## config.mk

```make
export PLATFORM = sky130hd
export DESIGN_NAME = hnph_out
export DESIGN_NICKNAME = d
export VERILOG_FILES = /design/src/sv/hnph_pkg.sv /design/src/sv/hnph_out.sv
export SDC_FILE = /design/constraint.sdc
export NUM_CORES = 1
export LEC_CHECK = 0
export BUFFER_PORTS_ARGS = -buffer_cell sky130_fd_sc_hd__clkbuf_2
export CORE_AREA = 4 4 452 454
export DETAILED_ROUTE_END_ITERATION = 16
export DIE_AREA = 0 0 456 458
export PLACE_DENSITY = 0.3
export SLEW_MARGIN = 20
export SYNTH_ARGS = -nofsm -noshare
export SYNTH_HDL_FRONTEND = slang
export SYNTH_SLANG_ARGS = --single-unit
```

## constraint.sdc

```tcl
create_clock -name i_clk -period 27.6 [get_ports i_clk]
set_clock_uncertainty 0.1 [all_clocks]
set_input_delay 5.52 -clock i_clk [delete_from_list [all_inputs] [get_ports i_clk]]
set_output_delay 5.52 -clock i_clk [all_outputs]
set_load 0.01 [all_outputs]
```

## src/sv/hnph_pkg.sv

```systemverilog
// shared types, constants and helper functions for the header nonce pow hash core
// no dependencies
package hnph_pkg;

    localparam int HEADER_BYTES = 80;
    localparam int DIGEST_BYTES = 32;
    localparam int SLOT_COUNT   = 9;
    localparam int DIGEST_WORDS = DIGEST_BYTES / 8;
    localparam int MSG_WORDS    = SLOT_COUNT + 1;
    localparam int ROUNDS       = 12;
    // four quarter-mix steps per half round, two half rounds per round
    localparam int NUM_STAGES   = ROUNDS * 8;

    localparam logic OP_LOAD = 1'b0;
    localparam logic OP_HASH = 1'b1;

    localparam logic MODE_FIRST = 1'b0;
    localparam logic MODE_LAST  = 1'b1;

    typedef logic [15:0][63:0]          t_state;
    typedef logic [MSG_WORDS-1:0][63:0] t_msg;

    typedef struct packed {
        logic        op;
        logic [3:0]  word_slot;
        logic [63:0] word_value;
        logic [63:0] nonce;
    } t_in;

    typedef struct packed {
        logic [63:0] digest_word;
        logic [1:0]  word_number;
        logic [63:0] check_value;
        logic        last;
    } t_out;

    localparam logic [63:0] IV [8] = '{
        64'h6a09e667f3bcc908, 64'hbb67ae8584caa73b,
        64'h3c6ef372fe94f82b, 64'ha54ff53a5f1d36f1,
        64'h510e527fade682d1, 64'h9b05688c2b3e6c1f,
        64'h1f83d9abfb41bd6b, 64'h5be0cd19137e2179
    };

    // parameter block word for unkeyed 32-byte digest folded into iv word 0
    localparam logic [63:0] H0_FIRST = IV[0] ^ 64'h0000_0000_0101_0000
                                       ^ 64'(DIGEST_BYTES);

    localparam logic [3:0] SIGMA [10][16] = '{
        '{4'd0, 4'd1, 4'd2, 4'd3, 4'd4, 4'd5, 4'd6, 4'd7,
          4'd8, 4'd9, 4'd10,4'd11,4'd12,4'd13,4'd14,4'd15},
        '{4'd14,4'd10,4'd4, 4'd8, 4'd9, 4'd15,4'd13,4'd6,
          4'd1, 4'd12,4'd0, 4'd2, 4'd11,4'd7, 4'd5, 4'd3},
        '{4'd11,4'd8, 4'd12,4'd0, 4'd5, 4'd2, 4'd15,4'd13,
          4'd10,4'd14,4'd3, 4'd6, 4'd7, 4'd1, 4'd9, 4'd4},
        '{4'd7, 4'd9, 4'd3, 4'd1, 4'd13,4'd12,4'd11,4'd14,
          4'd2, 4'd6, 4'd5, 4'd10,4'd4, 4'd0, 4'd15,4'd8},
        '{4'd9, 4'd0, 4'd5, 4'd7, 4'd2, 4'd4, 4'd10,4'd15,
          4'd14,4'd1, 4'd11,4'd12,4'd6, 4'd8, 4'd3, 4'd13},
        '{4'd2, 4'd12,4'd6, 4'd10,4'd0, 4'd11,4'd8, 4'd3,
          4'd4, 4'd13,4'd7, 4'd5, 4'd15,4'd14,4'd1, 4'd9},
        '{4'd12,4'd5, 4'd1, 4'd15,4'd14,4'd13,4'd4, 4'd10,
          4'd0, 4'd7, 4'd6, 4'd3, 4'd9, 4'd2, 4'd8, 4'd11},
        '{4'd13,4'd11,4'd7, 4'd14,4'd12,4'd1, 4'd3, 4'd9,
          4'd5, 4'd0, 4'd15,4'd4, 4'd8, 4'd6, 4'd2, 4'd10},
        '{4'd6, 4'd15,4'd14,4'd9, 4'd11,4'd3, 4'd0, 4'd8,
          4'd12,4'd2, 4'd13,4'd7, 4'd1, 4'd4, 4'd10,4'd5},
        '{4'd10,4'd2, 4'd8, 4'd4, 4'd7, 4'd6, 4'd1, 4'd5,
          4'd15,4'd11,4'd9, 4'd14,4'd3, 4'd12,4'd13,4'd0}
    };

    function automatic logic [63:0] rotr64(input logic [63:0] x, input int n);
        return (x >> n) | (x << (64 - n));
    endfunction

    function automatic logic [63:0] swap_bytes(input logic [63:0] x);
        logic [63:0] r;
        for (int i = 0; i < 8; i++) begin
            r[8*i +: 8] = x[8*(7-i) +: 8];
        end
        return r;
    endfunction

    // state word of lane j for role a,b,c,d (0..3); half 1 is the diagonal step
    function automatic logic [3:0] lane_reg(input int half, input int j, input int role);
        return 4'(4*role + ((j + role*half) % 4));
    endfunction

endpackage

```

## src/sv/hnph_out.sv

```systemverilog
// finalization and result register: folds the state into the digest and sends four words
// uses hnph_pkg
module hnph_out (
    input  logic             i_clk,
    input  logic             i_rst_n,
    input  logic             i_valid,
    input  hnph_pkg::t_state i_v,
    input  logic             i_check_mode,
    input  logic             i_out_stall,
    output logic             o_take,
    output logic             o_valid,
    output hnph_pkg::t_out   o_data
);

    logic                                 r_valid;
    logic [1:0]                           r_k;
    logic [hnph_pkg::DIGEST_WORDS-1:0][63:0] r_dig;
    logic [63:0]                          r_check;
    logic [hnph_pkg::DIGEST_WORDS-1:0][63:0] n_dig;
    logic                                 w_load;

    assign o_take = !r_valid || (r_k == 2'd3 && !i_out_stall);
    assign w_load = i_valid && o_take;

    always_comb begin
        for (int k = 0; k < hnph_pkg::DIGEST_WORDS; k++) begin
            logic [63:0] h;
            h = (k == 0) ? hnph_pkg::H0_FIRST : hnph_pkg::IV[k];
            n_dig[k] = hnph_pkg::swap_bytes(h ^ i_v[k] ^ i_v[k+8]);
        end
    end

    always_ff @(posedge i_clk) begin
        if (!i_rst_n) begin
            r_valid <= 1'b0;
            r_k     <= 2'd0;
        end else if (w_load) begin
            r_valid <= 1'b1;
            r_k     <= 2'd0;
        end else if (r_valid && !i_out_stall) begin
            if (r_k == 2'd3) begin
                r_valid <= 1'b0;
            end
            r_k <= r_k + 2'd1;
        end
    end

    always_ff @(posedge i_clk) begin
        if (w_load) begin
            r_dig   <= n_dig;
            r_check <= (i_check_mode == hnph_pkg::MODE_LAST) ?
                       n_dig[hnph_pkg::DIGEST_WORDS-1] : n_dig[0];
        end
    end

    assign o_valid             = r_valid;
    assign o_data.digest_word  = r_dig[r_k];
    assign o_data.word_number  = r_k;
    assign o_data.check_value  = r_check;
    assign o_data.last         = (r_k == 2'd3);

    a_step: assert property (@(posedge i_clk) disable iff (!i_rst_n)
        r_valid && r_k != 2'd3 && !i_out_stall |=> r_valid && r_k == $past(r_k) + 2'd1)
        else $error("digest word counter skipped");

    a_hold: assert property (@(posedge i_clk) disable iff (!i_rst_n)
        r_valid && i_out_stall |=> r_valid && $stable(r_k) && $stable(r_check))
        else $error("result changed while stalled");

    a_load: assert property (@(posedge i_clk) disable iff (!i_rst_n)
        w_load |=> r_valid && r_k == 2'd0)
        else $error("new hash did not start at word zero");

endmodule

```

==> impl_metrics.toml, run 1 <==
[run_status]
status = "finished clean"

[grt]
grt_pass1_wl_mm = 108
first_global_vias = 10200
antenna_found_initial = 100
grt_usage_pct = 8.13
grt_max_degree = 73
gr-total-overflow = 0

[synthesis]
avgSynthCellArea_sq_um = 19.4
synth_nets = 1771
ys_seq_area_share_pct = 67.4
synthCells = 741
synthTopCellsByArea = "edfxtp_1, mux4_2, xnor2_1, xor2_1, mux2_2"
synth_top_cell_area_share_pct = 67.0
ys_warn_count = 0
synth_cell_types = 21
yosysTopAreaCell = "edfxtp_1"
synth_area_sq_mm = 0.0143
ys_seq_elements = 323

[worst_setup_path]
crit_fanout = 3
crit_path_start_kind = "input port"
rr_worst_depth = 7
path_class = "input port to primary output"
worstPathArrival_ps = 6160
required_ps = 21980
cp-end-kind = "primary output"

[pwr]
leakagePower_nw = 7.87
power.density_mw_per_mm2 = 60.2
max-vdd-ir-drop_uv = 41.4

[cells_and_area]
drive_above_1_share_pct = 58.4
nFillCells = 22800
fin_nets = 2458
area_delta_synth_final_pct = 54.9

[floorplanning]
core_sq_mm = 0.200
die_y_microns = 458
start_util_pct = 7.19
io_pins = 1162
fp.dieW_microns = 456
rows = 164
die_area_sq_mm = 0.209

[sta]
final-hold-violation-count = 0
final_max_slew_viol_count = 0
slew_headroom_pct = 33.8
hold_ws_ps = 492
fmax_mhz = 84.9
period_needed_ps = 11780
rsz0062_at_grt = "no"
tightestPinTransition_ps = 993
setup_viol = 0
finalSetupTns_ps = 0
finalCritPeriodShare_pct = 42.7

[routing]
ant_nets = 0
via_count = 9512
wl_per_cell_microns = 21.4
drt_iter0_drc = 455
wl_mm = 88.4
vias_per_cell = 2.30
drc = 0
first_pass_iters = 4

[run]
max-cap-violations = 0

[cts]
root_buffer = "clkbuf_16"
cts_tree = "done"
cts.htree.levels = 2
cts_resized = 0
clock_sinks = 323
clk_latency_ps = 590
post_cts_buffers = 0
holdBufCountCts = 0
path_clk_slew_ps = 60
cts_buffers = 45
cts_max_path_buffers = 3

[hold_path]
whs_path_depth = 2
min_path_type = "register to register"

[placed_design]
port_buffers = 649
gp_congestion = 0.740
place_hpwl_mm = 76.0
-- flip-flops by register name, indices dropped and copies added (netlist names) --
signal,count
o_valid,1
r_k,2
r_check,64
r_dig,256
-- area by class of cell --
cell class	count	area (sq um)	share of cell area [%]
inverters	1	3.75	0.0169
well taps	2656	3320	14.9
flip-flops and latches	323	9680	43.5
clock buffers	52	1190	5.38
clock inverters	27	140	0.630
diodes	21	52.6	0.236
repair buffers	661	3340	15.0
multi-input cells	396	4500	20.2
-- worst max-delay path, stage by stage --
cell and delay (ps):
clkbuf_2 90, nand2b_1 200, nand2_1 120, clkbuf_2 220
-- power breakdown --
part | total (mW) | internal (mW) | switching (mW)
Combinational | 0.192 | 0.0816 | 0.111
Clock | 0.545 | 0.308 | 0.237
Sequential | 0.601 | 0.590 | 0.0105
-- worst paths after layout --
path	start	slack [ps]	to
worst max register to register	r_k[0]	22160	r_check[41]
worst max-delay path	i_out_stall	15820	o_take
worst min-delay path	o_valid	490	o_valid
worst min register to register	o_valid	490	o_valid
-- cell usage after synthesis, drive strengths merged --
cell type and instances:
a21boi 1, a21oi 1, buf 20, clkbuf 1, dfxtp 3, edfxtp 320
ha 1, inv 1, mux2 64, mux2i 1, mux4 64, nand2 1
nand2b 2, nor2 2, nor2b 1, o211ai 1, xnor2 145, xor2 112
-- cells in the final DEF, fill, tap and decap left out, types with 2 or more instances in the layout --
cell | netlist | final
clkinv_2 | 0 | 6
dfxtp_4 | 0 | 2
xor2_1 | 112 | 112
edfxtp_1 | 320 | 320
clkbuf_2 | 0 | 648
mux2_2 | 64 | 64
clkinvlp_4 | 0 | 3
mux4_2 | 64 | 64
xnor2_1 | 145 | 145
inv_6 | 0 | 3
nand2b_1 | 2 | 2
nor2_1 | 2 | 2
clkbuf_1 | 1 | 5
clkinv_1 | 0 | 14
diode_2 | 0 | 21
clkbuf_16 | 0 | 47
buf_4 | 1 | 13
-- through the flow --
stage                     instance area, sq um  power, mW  utilization [%]  cells  setup slack (ps)
after floorplan                          14300      0.704                -    741              5340
after global placement                   20800      0.817             10.4   4037             15770
after detailed placement                 20800      0.816             10.4   4037             15770
after CTS                                22200       1.38             11.1   4116             15770
after global routing                     22200       1.41             11.1   4121             15760
final                                    22200       1.34             11.1   4137             15820
-- kinds of logic after synthesis --
| logic type | after synthesis | share of synthesized area [%] |
|---|---|---|
| AO/OA/AOI/OAI | 3 | 0.140 |
| multiplexers | 129 | 15.1 |
| XOR/XNOR | 257 | 15.7 |
| adder cells (fa/ha/maj) | 1 | 0.0872 |
| AND/OR/NAND/NOR | 6 | 0.209 |
| flip-flops | 323 | 67.4 |
| buffers and inverters | 22 | 1.33 |
-- routing by layer --
metal  vias up  wire [microns]  part of all wire (%)  GRT usage (%)
li1       4238               -                     -              -
met2       475           45000                    51           14.4
met1      4621           31200                    35           8.51
met3       160            9380                    11           3.64
met5         -             113                  0.13          0.344
met4        18            2790                   3.2           2.83
(Power assumes the default switching activity.)
==> run 2: changes to the inputs <==
==> constraint.sdc (replaced) <==
create_clock -name i_clk -period 11.8 [get_ports i_clk]
set_clock_uncertainty 0.1 [all_clocks]
set_input_delay 2.36 -clock i_clk [delete_from_list [all_inputs] [get_ports i_clk]]
set_output_delay 2.36 -clock i_clk [all_outputs]
set_load 0.01 [all_outputs]
==> impl_metrics.toml, run 2 (synthesis gave the netlist of run 1 again) <==
[cts]
cts_max_path_buffers = 3
cts_tree = "done"
holdBufCountCts = 0
post_cts_buffers = 0
cts.htree.levels = 2
clk_latency_ps = 600
path_clk_slew_ps = 50
cts_resized = 0
clock_sinks = 323
root_buffer = "clkbuf_16"
cts_buffers = 44

[cells_and_area]
fin_area_sq_mm = 0.0223
fin_nets = 2455
area_delta_synth_final_pct = 55.5
post-route-util_pct = 11.2
layout_common_cells = "clkbuf_2, edfxtp_1, xnor2_1, xor2_1"
drive_above_1_share_pct = 58.4
final_common_cell = "clkbuf_2"
largest-register = "r_dig"
largest_reg_flops = 256
top_regs = "r_dig: 256 flops, r_check: 64 flops, r_k: 2 flops"

[sta]
rsz0062_at_grt = "no"
setup_viol = 0
finalCritPeriodShare_pct = 46.0
tightestPinTransition_ps = 1020
fin_ws_ps = 6370
slew_headroom_pct = 32.0
finalSetupTns_ps = 0
period_needed_ps = 5430
fmax_mhz = 184
final_max_slew_viol_count = 0
final-hold-violation-count = 0

[routing]
wl_mm = 87.3
wl_per_cell_microns = 21.1
first_pass_iters = 4
drc = 0
ant_nets = 0
via_count = 9493
drt_iter0_drc = 476
vias_per_cell = 2.29

[hold_path]
min_path_type = "register to register"

[grt]
antenna_found_initial = 94
use_met3_pct = 3.37
first_global_vias = 10200
gr-total-overflow = 0
grt_max_degree = 141
grtUsageMet2_pct = 14.1
grtUsageMet1_pct = 8.79
busiest_layer = "met2"
grt_pass1_wl_mm = 108
grt_usage_pct = 8.08

[run]
max-cap-violations = 0

[worst_setup_path]
crit_fanout = 3
worstPathArrival_ps = 2970
path_class = "input port to primary output"
cp-end-kind = "primary output"
crit_path_start_kind = "input port"
required_ps = 9340

[run_status]
status = "finished clean"

[placed_design]
gp_congestion = 0.754
place_hpwl_mm = 74.1
dp_slack_ps = 6060
port_buffers = 649
place_area_sq_mm = 0.0208

[pwr]
leakagePower_nw = 7.90
power.density_mw_per_mm2 = 143
max-vdd-ir-drop_uv = 80.4
total_power_mw = 3.19

[floorplanning]
io_pins = 1162
rows = 164
start_util_pct = 7.19
die_y_microns = 458
fp.dieW_microns = 456
die_area_sq_mm = 0.209
core_sq_mm = 0.200
==> run 2: area by class of cell <==
class,count,area [sq um]
Timing Repair Buffer,659,3360
Antenna cell,25,62.6
Clock inverter,27,262
Fill cell,22700,177000
Sequential cell,323,9680
Inverter,1,3.75
Clock buffer,51,1130
Multi-Input combinational cell,396,4500
Tap cell,2656,3320
==> run 2: worst paths after layout <==
check | from | end | slack, ps | depth (start not counted)
hold / removal | o_valid | o_valid | 560 | 2
setup reg to reg | r_k[0] | r_dig[232] | 7680 | 7
hold reg to reg | o_valid | o_valid | 560 | 2
setup / recovery | i_out_stall | o_take | 6370 | 4
==> run 2: worst max-delay path: stages <==
cell      delay (ps)
clkbuf_2         110
nand2b_1         210
nand2_1          110
clkbuf_2         180
==> run 2: metrics by stage <==
step	instances	hold slack [ps]
after floorplan	741	536
after global placement	4034	538
after detailed placement	4034	555
after CTS	4112	560
after global routing	4117	611
final	4138	563
==> run 2: where the power goes <==
part | switching (mW) | internal (mW) | leakage, nW
logic | 0.260 | 0.192 | 4.15
registers | 0.0236 | 1.38 | 3.07
clock network | 0.559 | 0.772 | 0.679
total | 0.842 | 2.34 | 7.90
==> run 2: routing by layer <==
metal / vias to the layer above / wire (microns)
li1: 4243 / -
met1: 4618 / 31000
met2: 473 / 44500
met3: 137 / 9520
met4: 22 / 2150
met5: - / 134
